--- src/hdl/fdd_pkg.sv ---
// ----------------------------------------------------------------------------
// fdd_pkg
// shared types and constants for the floppy disk dma controller
// ----------------------------------------------------------------------------
`default_nettype none
package fdd_pkg;

    localparam int FifoDepthDef = 6;
    localparam int WatchdogLimitDef = 160000;
    localparam logic [15:0] SyncWordRst = 16'h4489;
    localparam int QueueDepth = 2;

    typedef enum logic [1:0] {
        CMD_DISK  = 2'd0,
        CMD_DMA   = 2'd1,
        CMD_START = 2'd2,
        CMD_NONE  = 2'd3
    } cmd_t;

    typedef enum logic [1:0] {
        MODE_OFF   = 2'd0,
        MODE_WAIT  = 2'd1,
        MODE_READ  = 2'd2,
        MODE_WRITE = 2'd3
    } mode_t;

    localparam logic [0:0] ADDR_SYNC = 1'b0;
    localparam logic [0:0] ADDR_AUTO = 1'b1;

    // one classified item as handed from front to back
    typedef struct packed {
        cmd_t        cmd;
        logic [15:0] data;
        logic [13:0] word_count;
        logic        write_dir;
        logic        wait_for_sync;
    } item_t;

    // one result item
    typedef struct packed {
        logic        last;
        logic [2:0]  fifo_fill;
        logic [1:0]  dma_mode;
        logic        block_irq;
        logic        sync_irq;
        logic [7:0]  disk_byte;
        logic        disk_byte_valid;
        logic        word_taken;
        logic [15:0] mem_word;
        logic        mem_write_valid;
    } result_t;

endpackage
`default_nettype wire

--- src/hdl/floppy_disk_dma_controller.sv ---
// an accepted item is held in the front queue, and its result in the result register
// throughput: one item per cycle unless the output stalls; after a final
//   write word the fifo drains a byte per result, taking no new item
// reset: rst_n asynchronous, clears state, fifo, mode off, sync word 0x4489
// ----------------------------------------------------------------------------
// floppy_disk_dma_controller
// floppy controller with sync detect, byte fifo and word dma
// ----------------------------------------------------------------------------
`default_nettype none
module floppy_disk_dma_controller
#(
    parameter int FIFO_DEPTH     = fdd_pkg::FifoDepthDef,
    parameter int WATCHDOG_LIMIT = fdd_pkg::WatchdogLimitDef
)
(
    input  wire logic        clk,
    input  wire logic        rst_n,
    input  wire logic        s_axis_tvalid,
    output logic             s_axis_tready,
    // cmd[1:0], data[17:2], word_count[31:18], write_dir[32], wait_for_sync[33]
    input  wire logic [39:0] s_axis_tdata,
    output logic             m_axis_tvalid,
    input  wire logic        m_axis_tready,
    // mem_write_valid[0], mem_word[16:1], word_taken[17], disk_byte_valid[18],
    // disk_byte[26:19], sync_irq[27], block_irq[28], dma_mode[30:29],
    // fifo_fill[33:31]
    output logic [39:0]      m_axis_tdata,
    output logic             m_axis_tlast,
    input  wire logic        psel,
    input  wire logic        penable,
    input  wire logic        pwrite,
    input  wire logic [2:0]  paddr,
    input  wire logic [31:0] pwdata,
    output logic [31:0]      prdata,
    output logic             pready
);
    import fdd_pkg::*;

    logic [15:0] sync_reg;
    logic        auto_reg;
    logic        q_valid, q_take;
    item_t       q_item;
    result_t     res;

    assign pready = 1'b1;

    // register writes
    always_ff @(posedge clk or negedge rst_n)
    begin
        if (!rst_n)
        begin
            sync_reg <= SyncWordRst;
            auto_reg <= 1'b0;
        end
        else if (psel && penable && pwrite && paddr[1:0] == 2'b00)
        begin
            if (paddr[2] == ADDR_SYNC) sync_reg <= pwdata[15:0];
            else auto_reg <= pwdata[0];
        end
    end

    // register reads
    always_comb
    begin
        prdata = '0;
        if (paddr[1:0] == 2'b00)
        begin
            if (paddr[2] == ADDR_AUTO) prdata = {31'd0, auto_reg};
            else prdata = {16'd0, sync_reg};
        end
    end

    fdd_front u_front
    (
        .clk      (clk),
        .rst_n    (rst_n),
        .in_valid (s_axis_tvalid),
        .in_ready (s_axis_tready),
        .in_bits  (s_axis_tdata[33:0]),
        .q_valid  (q_valid),
        .q_take   (q_take),
        .q_item   (q_item)
    );

    fdd_back #(.FIFO_DEPTH(FIFO_DEPTH), .WATCHDOG_LIMIT(WATCHDOG_LIMIT)) u_back
    (
        .clk       (clk),
        .rst_n     (rst_n),
        .sync_word (sync_reg),
        .auto_sync (auto_reg),
        .q_valid   (q_valid),
        .q_take    (q_take),
        .q_item    (q_item),
        .out_valid (m_axis_tvalid),
        .out_ready (m_axis_tready),
        .out_res   (res)
    );

    assign m_axis_tdata = {6'd0, res.fifo_fill, res.dma_mode, res.block_irq, res.sync_irq,
                           res.disk_byte, res.disk_byte_valid, res.word_taken,
                           res.mem_word, res.mem_write_valid};
    assign m_axis_tlast = res.last;

endmodule
`default_nettype wire

--- src/hdl/fdd_front.sv ---
// ----------------------------------------------------------------------------
// fdd_front
// input side: takes stream items, decodes the command, queues them
// ----------------------------------------------------------------------------
`default_nettype none
module fdd_front
(
    input  wire logic          clk,
    input  wire logic          rst_n,
    input  wire logic          in_valid,
    output logic               in_ready,
    input  wire logic [33:0]   in_bits,
    output logic               q_valid,
    input  wire logic          q_take,
    output fdd_pkg::item_t     q_item
);
    import fdd_pkg::*;

    item_t      mem_reg [QueueDepth];
    logic       wp_reg, rp_reg;
    logic [1:0] cnt_reg;
    item_t      item_in;

    // decode the packed stream word
    always_comb
    begin
        item_in.cmd           = cmd_t'(in_bits[1:0]);
        item_in.data          = in_bits[17:2];
        item_in.word_count    = in_bits[31:18];
        item_in.write_dir     = in_bits[32];
        item_in.wait_for_sync = in_bits[33];
    end

    assign in_ready = (cnt_reg != 2'(QueueDepth));
    assign q_valid  = (cnt_reg != 2'd0);
    assign q_item   = mem_reg[rp_reg];

    // queue storage
    always_ff @(posedge clk)
    begin
        if (in_valid && in_ready)
        begin
            mem_reg[wp_reg] <= item_in;
        end
    end

    // queue pointers
    always_ff @(posedge clk or negedge rst_n)
    begin
        if (!rst_n)
        begin
            wp_reg  <= 1'b0;
            rp_reg  <= 1'b0;
            cnt_reg <= 2'd0;
        end
        else
        begin
            if (in_valid && in_ready) wp_reg <= ~wp_reg;
            if (q_take) rp_reg <= ~rp_reg;
            cnt_reg <= cnt_reg + 2'(in_valid && in_ready) - 2'(q_take);
        end
    end

`ifndef SYNTHESIS
    a_no_underflow: assert property (@(posedge clk) disable iff (!rst_n)
        q_take |-> q_valid) else $error("queue read while empty");
    a_no_overflow: assert property (@(posedge clk) disable iff (!rst_n)
        cnt_reg <= 2'(QueueDepth)) else $error("queue count too large");
    a_full_stall: assert property (@(posedge clk) disable iff (!rst_n)
        (cnt_reg == 2'(QueueDepth) && !q_take) |=> !in_ready)
        else $error("queue lost full state");
`endif

endmodule
`default_nettype wire

--- src/hdl/fdd_back.sv ---
// ----------------------------------------------------------------------------
// fdd_back
// execution side: shift and sync, fifo, dma, flush sequencing, result register
// ----------------------------------------------------------------------------
`default_nettype none
module fdd_back
#(
    parameter int FIFO_DEPTH     = fdd_pkg::FifoDepthDef,
    parameter int WATCHDOG_LIMIT = fdd_pkg::WatchdogLimitDef
)
(
    input  wire logic          clk,
    input  wire logic          rst_n,
    input  wire logic [15:0]   sync_word,
    input  wire logic          auto_sync,
    input  wire logic          q_valid,
    output logic               q_take,
    input  wire fdd_pkg::item_t q_item,
    output logic               out_valid,
    input  wire logic          out_ready,
    output fdd_pkg::result_t   out_res
);
    import fdd_pkg::*;

    localparam int FW = 8 * FIFO_DEPTH;
    localparam logic [17:0] WdMax = 18'h3FFFF;
    localparam logic [17:0] WdLim = 18'(WATCHDOG_LIMIT);
    localparam logic [3:0] Depth = 4'(FIFO_DEPTH);

    logic [15:0] shift_reg, shift_next;
    logic [2:0]  bcnt_reg, bcnt_next;
    logic [FW-1:0] fb_reg, fb_next;
    logic [3:0]  lvl_reg, lvl_next;
    logic [13:0] wl_reg, wl_next;
    mode_t       mode_reg, mode_next;
    logic [17:0] wd_reg, wd_next;
    logic        flush_reg, flush_next;
    logic        first_reg, first_next;
    logic        ov_reg;
    result_t     res_reg, res_next;
    logic        can_load, produce;

    assign out_valid = ov_reg;
    assign out_res   = res_reg;
    assign can_load  = !ov_reg || out_ready;
    assign q_take    = can_load && !flush_reg && q_valid;
    assign produce   = can_load && (flush_reg || q_valid);

    // byte at level position
    function automatic logic [7:0] fbyte(input logic [FW-1:0] f, input logic [3:0] idx);
        fbyte = f[{idx[2:0], 3'b000} +: 8];
    endfunction

    // per-item step
    always_comb
    begin
        logic [7:0]  b;
        logic        seen, hit;
        logic [3:0]  l;
        shift_next = shift_reg;
        bcnt_next  = bcnt_reg;
        fb_next    = fb_reg;
        lvl_next   = lvl_reg;
        wl_next    = wl_reg;
        mode_next  = mode_reg;
        wd_next    = wd_reg;
        flush_next = flush_reg;
        first_next = first_reg;
        res_next   = '0;
        res_next.last = 1'b1;
        b    = q_item.data[7:0];
        seen = 1'b0;
        hit  = 1'b0;
        l    = 4'd0;
        if (flush_reg)
        begin
            // drain one byte per result
            l = lvl_reg - 4'd1;
            lvl_next = l;
            res_next.disk_byte_valid = 1'b1;
            res_next.disk_byte = fbyte(fb_reg, l);
            res_next.word_taken = first_reg;
            res_next.block_irq = first_reg;
            res_next.last = (l == 4'd0);
            first_next = 1'b0;
            if (l == 4'd0)
            begin
                flush_next = 1'b0;
                fb_next = '0;
            end
        end
        else
        begin
            case (q_item.cmd)
                CMD_START:
                begin
                    fb_next = '0;
                    lvl_next = 4'd0;
                    wl_next = q_item.word_count;
                    if (q_item.word_count == 14'd0) mode_next = MODE_OFF;
                    else if (q_item.write_dir) mode_next = MODE_WRITE;
                    else if (q_item.wait_for_sync) mode_next = MODE_WAIT;
                    else mode_next = MODE_READ;
                end
                CMD_DISK:
                begin
                    if (mode_reg == MODE_WRITE)
                    begin
                        if (lvl_reg != 4'd0)
                        begin
                            l = lvl_reg - 4'd1;
                            lvl_next = l;
                            res_next.disk_byte_valid = 1'b1;
                            res_next.disk_byte = fbyte(fb_reg, l);
                        end
                    end
                    else
                    begin
                        // eight dependent bit steps on narrow state
                        for (int i = 7; i >= 0; i--)
                        begin
                            shift_next = {shift_next[14:0], b[i]};
                            bcnt_next = bcnt_next + 3'd1;
                            if (bcnt_next == 3'd0)
                            begin
                                if (lvl_next >= Depth) lvl_next = Depth - 4'd2;
                                fb_next = {fb_next[FW-9:0], shift_next[7:0]};
                                lvl_next = lvl_next + 4'd1;
                            end
                            hit = (shift_next == sync_word);
                            if (!hit && auto_sync)
                            begin
                                hit = (wd_next > WdLim);
                                if (wd_next < WdMax) wd_next = wd_next + 18'd1;
                            end
                            if (hit)
                            begin
                                seen = 1'b1;
                                if (mode_next == MODE_WAIT)
                                begin
                                    bcnt_next = 3'd0;
                                    fb_next = '0;
                                    lvl_next = 4'd0;
                                    mode_next = MODE_READ;
                                end
                                wd_next = 18'd0;
                            end
                        end
                        res_next.sync_irq = seen;
                    end
                end
                CMD_DMA:
                begin
                    if (wl_reg != 14'd0 && mode_reg == MODE_READ)
                    begin
                        if (lvl_reg >= 4'd2)
                        begin
                            l = lvl_reg - 4'd2;
                            lvl_next = l;
                            res_next.mem_write_valid = 1'b1;
                            res_next.mem_word = {fbyte(fb_reg, l + 4'd1), fbyte(fb_reg, l)};
                            wl_next = wl_reg - 14'd1;
                            if (wl_next == 14'd0)
                            begin
                                res_next.block_irq = 1'b1;
                                mode_next = MODE_OFF;
                            end
                        end
                    end
                    else if (wl_reg != 14'd0 && mode_reg == MODE_WRITE)
                    begin
                        if (lvl_reg + 4'd2 <= Depth)
                        begin
                            fb_next = {fb_reg[FW-17:0], q_item.data};
                            lvl_next = lvl_reg + 4'd2;
                            wl_next = wl_reg - 14'd1;
                            res_next.word_taken = 1'b1;
                            if (wl_next == 14'd0)
                            begin
                                // start drain; first byte out now
                                mode_next = MODE_OFF;
                                l = lvl_next - 4'd1;
                                lvl_next = l;
                                res_next.disk_byte_valid = 1'b1;
                                res_next.disk_byte = fbyte(fb_next, l);
                                res_next.block_irq = 1'b1;
                                res_next.last = (l == 4'd0);
                                first_next = 1'b0;
                                if (l == 4'd0) fb_next = '0;
                                else flush_next = 1'b1;
                            end
                        end
                    end
                end
                default:
                begin
                end
            endcase
        end
        res_next.fifo_fill = lvl_next[2:0];
        res_next.dma_mode = mode_next;
    end

    // payload register
    always_ff @(posedge clk)
    begin
        if (produce) res_reg <= res_next;
    end

    // state registers
    always_ff @(posedge clk or negedge rst_n)
    begin
        if (!rst_n)
        begin
            shift_reg <= '0;
            bcnt_reg  <= '0;
            fb_reg    <= '0;
            lvl_reg   <= '0;
            wl_reg    <= '0;
            mode_reg  <= MODE_OFF;
            wd_reg    <= '0;
            flush_reg <= 1'b0;
            first_reg <= 1'b0;
            ov_reg    <= 1'b0;
        end
        else
        begin
            if (produce)
            begin
                shift_reg <= shift_next;
                bcnt_reg  <= bcnt_next;
                fb_reg    <= fb_next;
                lvl_reg   <= lvl_next;
                wl_reg    <= wl_next;
                mode_reg  <= mode_next;
                wd_reg    <= wd_next;
                flush_reg <= flush_next;
                first_reg <= first_next;
            end
            if (can_load) ov_reg <= produce;
        end
    end

`ifndef SYNTHESIS
    a_level_cap: assert property (@(posedge clk) disable iff (!rst_n)
        lvl_reg <= Depth) else $error("fifo level beyond depth");
    a_flush_off: assert property (@(posedge clk) disable iff (!rst_n)
        flush_reg |-> (mode_reg == MODE_OFF && lvl_reg != 4'd0))
        else $error("flush in bad state");
    a_hold_out: assert property (@(posedge clk) disable iff (!rst_n)
        (ov_reg && !out_ready) |=> ov_reg && $stable(res_reg))
        else $error("result changed under stall");
`endif

endmodule
`default_nettype wire
--- config.mk ---
export PLATFORM = sky130hd
export DESIGN_NAME = floppy_disk_dma_controller
export DESIGN_NICKNAME = d
export VERILOG_FILES = /design/src/hdl/fdd_pkg.sv /design/src/hdl/floppy_disk_dma_controller.sv /design/src/hdl/fdd_front.sv /design/src/hdl/fdd_back.sv
export SDC_FILE = /design/constraint.sdc
export NUM_CORES = 1
export LEC_CHECK = 0
export BUFFER_PORTS_ARGS = -buffer_cell sky130_fd_sc_hd__buf_2
export CAP_MARGIN = 5
export CORE_MARGIN = 3
export CORE_UTILIZATION = 30
export DETAILED_ROUTE_END_ITERATION = 8
export PLACE_DENSITY = 0.56
export SYNTH_ARGS = -nofsm -noshare
export SYNTH_HDL_FRONTEND = slang
export SYNTH_HIERARCHICAL = 1
export SYNTH_SLANG_ARGS = --single-unit
--- constraint.sdc ---
create_clock -name clk -period 24.9 [get_ports clk]
set_input_delay 1.245 -clock clk [delete_from_list [all_inputs] [get_ports clk]]
set_output_delay 1.245 -clock clk [all_outputs]
set_load 0.05 [all_outputs]
==> results of run 1 <==
synth_stat cells (78+ instances only):
master    instances  area [um2]
nor2_1          356        1340
edfxtp_1        103        3090
nor3_1          122         611
dfrtp_1         122        3050
nor4_1           78         488
clkbuf_1        147         552
a21oi_1         192         961
mux2i_1         118        1180
xor2_1          130        1140
xnor2_1         119        1040
nand3_1          94         470
o21ai_0         164         821
nand2_1         301        1130
power by group through the flow:
stage / sequential [uW] / combinational [uW] / clock (uW)
after floorplan: 676 / 1980 / 0
after global placement: 706 / 2570 / 0
after detailed placement: 707 / 2580 / 0
after CTS: 702 / 2590 / 418
after global routing: 721 / 2890 / 432
final: 707 / 2630 / 407
tightest hold or removal path, delay by kind of cell (launching register included):
family,cells,cell delay [ps]
AND/OR/NAND/NOR,1,60
flip-flops,1,370
AO/OA/AOI/OAI,1,60
metrics by stage:
step	cells	power, uW	utilization (%)
after floorplan	3337	2650	-
after global placement	4402	3280	32.0
after detailed placement	4402	3280	32.0
after CTS	4450	3710	33.0
after global routing	4450	4050	33.0
final	4450	3740	33.0
final timing paths:
check | start | slack [ps] | to | depth (start not counted)
setup / recovery | u_front/rp_reg | 8110 | u_back/fb_reg[33] | 65
hold / removal | u_back/bcnt_reg[1] | 530 | u_back/bcnt_reg[1] | 2
setup reg to reg | u_front/rp_reg | 8110 | u_back/fb_reg[33] | 65
hold reg to reg | u_back/bcnt_reg[1] | 530 | u_back/bcnt_reg[1] | 2
max in group asynchronous | rst_n | 22930 | sync_reg[2] | 2
min in group asynchronous | rst_n | 730 | u_back/fb_reg[42] | 1
per-layer routing:
metal  track usage (%)  up-vias  part of all wire (%)
met5                 0        -                     0
met4              6.36        0                   3.2
met3              1.84      167                   7.1
met2              32.9     1108                    47
met1              26.9    12700                    43
li1                  -    12300                     -
layout make-up:
class | count | area, um2 | share of cell area (%)
tap | 1155 | 1450 | 5.01
timing repair buffer | 183 | 1100 | 3.81
multi-input combinational | 2773 | 18900 | 65.5
clock inverter | 17 | 211 | 0.733
clock buffer | 31 | 689 | 2.39
inverter | 61 | 229 | 0.794
sequential | 230 | 6280 | 21.8
cells by family after synthesis:
family | count (synthesis)
muxes | 239
buffers and inverters | 334
DFF | 230
xor gates and xnor gates | 252
AOI/OAI and AO/OA | 905
other | 2
and+or+nand+nor | 1300
adders and majority gates | 54
==> metrics.txt, run 1 <==
global route overflow 0; Largest register FFs between 60 and 70; root cell of the clock tree clkbuf_16; # IOs approximately 160; post-synthesis mux area share ~11%; Slew Viols, Final 0; Area Growth Syn to Fin 8.54%; fraction of layout cells with a size suffix above 1 14.1%; commonest non-fill, non-tap cell in the layout nor2_1; Post-synth EDFFs roughly 100; Cell Pwr Density about 130 nW/um2; CTS sink cnt 230; # Post-CTS Setup Buffers 0; # H-tree levels 1; count of final setup violators 0; Crit. End Element flip-flop; Worst path top cell family by delay simple AND/OR/NAND/NOR gates; Synth Register Bits 230; first-pass GRT wire length about 150 mm; Die W slightly above 300 um; hold buffer count at CTS 0; drt drc 0; DR vias approximately 26000; Die Area just over 90000 um2; Slew @ Worst Pin 1300 ps; antenna-violating nets left 0; I/O Buffers about 110; Core ar. slightly below 90000 um2; Synth async-reset ratio 55.2%; critical path's slowest cell a211oi_2; antenna violations before repair 0; most frequent cells in the layout nor2_1, nand2_1, a21oi_1, o21ai_0, xor2_1; synth warn 6; CTS resizes 0; Placer Congestion between 0.8 and 0.9; logic gate share of total power a little over two thirds; Compound-Gate Fraction of Synth Area between 20% and 30%; Clock power frac a little over a tenth; # nets final 3411; critical path peak fanout 68; slowest stage delay, CP 740 ps; Initial Util a little under a third; Num CTS Buffers 26; Post-Synth XOR/XNOR Area about 8.4%; Routed WL around 94 mm; maximum buffer depth of the clock tree 3; Fillers around 9300; Worst Hold Class reg -> reg; register area share after synthesis a little under a quarter; worst path bufs/invs 8; CP Data Arrival Time roughly 17000 ps; DP Area 27900 um2; router iterations before antenna repair 5; pin count of the biggest net entering global routing between 70 and 80; synthesized area 26600 um2; # diodes 0; Mapped Cells roughly 3300; pre-CTS setup slack 8530 ps; Worst Path Class, Setup reg -> reg; setup tns final 0 ps; adder-cell share of the synthesized area 2.54%; Synth Flop Type dfrtp_1; unrepaired setup endpoints after global routing no; P_int roughly 1800 uW; final hold vios 0; height of the die 304 um; std cell rows 108; post-DP HPWL 68.5 mm; vias per cell between 5 and 6; DR iter-0 viols about 2600; worst skew pair latency 570 ps; Hold WS ~530 ps; final instance area 28800 um2; Slew HR a little over an eighth; Sw Ratio approximately 53%; Tmin final between 15000 and 20000 ps; Flop pwr share between 10% and 20%; mean area per synthesized cell around 8 um2; GR Util All Layers between 15 and 20%; vias in the first global route 24400; max-cap violations 0; largest family of logic cells by synthesized area simple AND/OR/NAND/NOR gates; DR WL/cell ~21 um; Clock Pin Slew Worst Setup and Hold Paths approximately 70 ps; status finished, final reports clean; Worst EP required about 25000 ps; CP Launch Type flip-flop; P_leak 0.0110 uW; Simple-Gate Fraction of Synth Area between 20% and 30%; Max IR drop VDD 0.000107 V; setup ws final between 8000 and 9000 ps; final period utilization roughly 67%; maximum clock rate 0.0596 GHz; CP dominant cell by count nand2_1; P_sw just under 2000 uW; Cell variety after synth 123; Worst Skew 24.9 ps; CTS tree yes
Note: power is estimated with default switching activity, not from simulation.
==> inputs of run 2 (changes only) <==
- clock period: 24.9 -> 15.7 ns (I/O delays scaled with it)
==> metrics.txt, run 2 (synthesis results as in run 1) <==
critical path peak fanout approximately 50; Core ar. a little under 90000 um2; Num CTS Buffers 27; Initial Util approximately 30%; Tmin final about 15000 ps; Slew Viols, Final 0; Routed WL a little under 100 mm; # IOs 158; most frequent cells in the layout nor2_1, nand2_1, a21oi_1, o21ai_0, xor2_1; GR Util All Layers 20.0%; std cell rows roughly 110; fin cells 4475; critical path's slowest cell or4_1; height of the die 304 um; first-pass GRT wire length ~150 mm; pin count of the biggest net entering global routing 78; R2R setup slack roughly 1100 ps; CP Launch Type flip-flop; Worst EP required around 16000 ps; drt drc 0; post-layout util 33.3%; CP Data Arrival Time between 15000 and 20000 ps; DR vias 26500; max-cap violations 0; maximum clock rate roughly 0.07 GHz; CP dominant cell by count nand2_1; Slew HR between 20 and 30%; Placer Congestion approximately 0.9; Worst Hold Class in -> async; Crit. End Element flip-flop; DR iter-0 viols roughly 2800; fraction of layout cells with a size suffix above 1 14.8%; Die W ~300 um; root cell of the clock tree clkbuf_16; placed cells around 4400; # nets final around 3400; worst skew pair latency between 500 and 600 ps; Clock Pin Slew Worst Setup and Hold Paths around 60 ps; count of final setup violators 0; P_leak 0.0111 uW; # diodes 0; router iterations before antenna repair 6; final hold vios 0; antenna violations before repair 0; # H-tree levels 1; Largest register FFs between 60 and 70; vias in the first global route about 24000; antenna-violating nets left 0; unrepaired setup endpoints after global routing no; setup tns final 0 ps; CTS sink cnt 230; Max IR drop VDD approximately 0.00017 V; vias per cell 5.92; Worst Skew roughly 31 ps; Cell Pwr Density 205 nW/um2; CTS tree yes; status finished, final reports clean; Area Growth Syn to Fin 9.31%; final period utilization between 90 and 100%; global route overflow 0; Slew @ Worst Pin between 1000 and 1500 ps; DR WL/cell 21.5 um; final instance area 29000 um2; maximum buffer depth of the clock tree 3; commonest non-fill, non-tap cell in the layout nor2_1; post-DP HPWL about 70 mm; Worst Path Class, Setup reg -> reg; I/O Buffers ~110; DP Area 28100 um2; Die Area 92200 um2; slowest stage delay, CP approximately 690 ps
## run 2: cell types whose count changed in the layout (fill, tap and decap cells not counted), sizes merged
cell,before,now
buf,183,207
bufinv,3,2
clkbuf,31,29
clkinv,10,9
clkinvlp,2,4
inv,63,66
## run 2: repair_timing
action / in CTS / in global routing
setup endpoints to repair: 0 / 29
hold buffers: 0 / 0
gates resized for setup: 0 / 5
setup buffers: 0 / 3
## run 2: layer usage
| metal | vias to the layer above | share of wire (%) | global-route usage (%) |
|---|---|---|---|
| met5 | - | 0 | 0 |
| met4 | 0 | 3.3 | 6.28 |
| met3 | 171 | 6.9 | 1.90 |
| met2 | 1151 | 46 | 32.8 |
| met1 | 12800 | 44 | 27.8 |
| li1 | 12400 | - | - |
## run 2: report_power, final
part	internal (uW)	leakage, uW	switching [uW]	total [uW]
clock	353	0.000421	283	636
sequential	836	0.00263	272	1110
combinational	1610	0.00808	2610	4220
## run 2: worst max-delay path: cells and delay by family, from the launching register on
family,cells,cell delay [ps]
compound gates,21,4690
xor+xnor,2,360
fa+ha+maj,5,1110
buf+inv,6,910
flops,1,620
mux,2,390
simple gates,25,6220
## run 2: layout make-up
class	count	area [um2]
Sequential cell	230	6280
Clock buffer	29	683
Fill cell	9382	58300
Timing Repair Buffer	207	1300
Multi-Input combinational cell	2773	18900
Clock inverter	20	189
Inverter	61	229
Tap cell	1155	1450
## run 2: through the flow
step                power (uW)  setup slack [ps]  hold slack (ps)
floorplan                 4210              1920              454
global route              6430              62.6              300
detailed placement        5240              1130              519
finish                    5960              1130              247
CTS                       5910               976              296
global placement          5230              1270              509
## run 2: worst paths after layout
path	to	cells past startpoint	from
setup / recovery	u_back/fb_reg[35]	61	u_back/wd_reg[10]
hold / removal	u_back/fb_reg[42]	1	rst_n
setup reg to reg	u_back/fb_reg[35]	61	u_back/wd_reg[10]
hold reg to reg	u_back/bcnt_reg[1]	2	u_back/bcnt_reg[1]
max in group asynchronous	u_back/shift_reg[11]	2	rst_n
min in group clk	u_front/mem_reg[0][4]	1	s_axis_tdata[20]
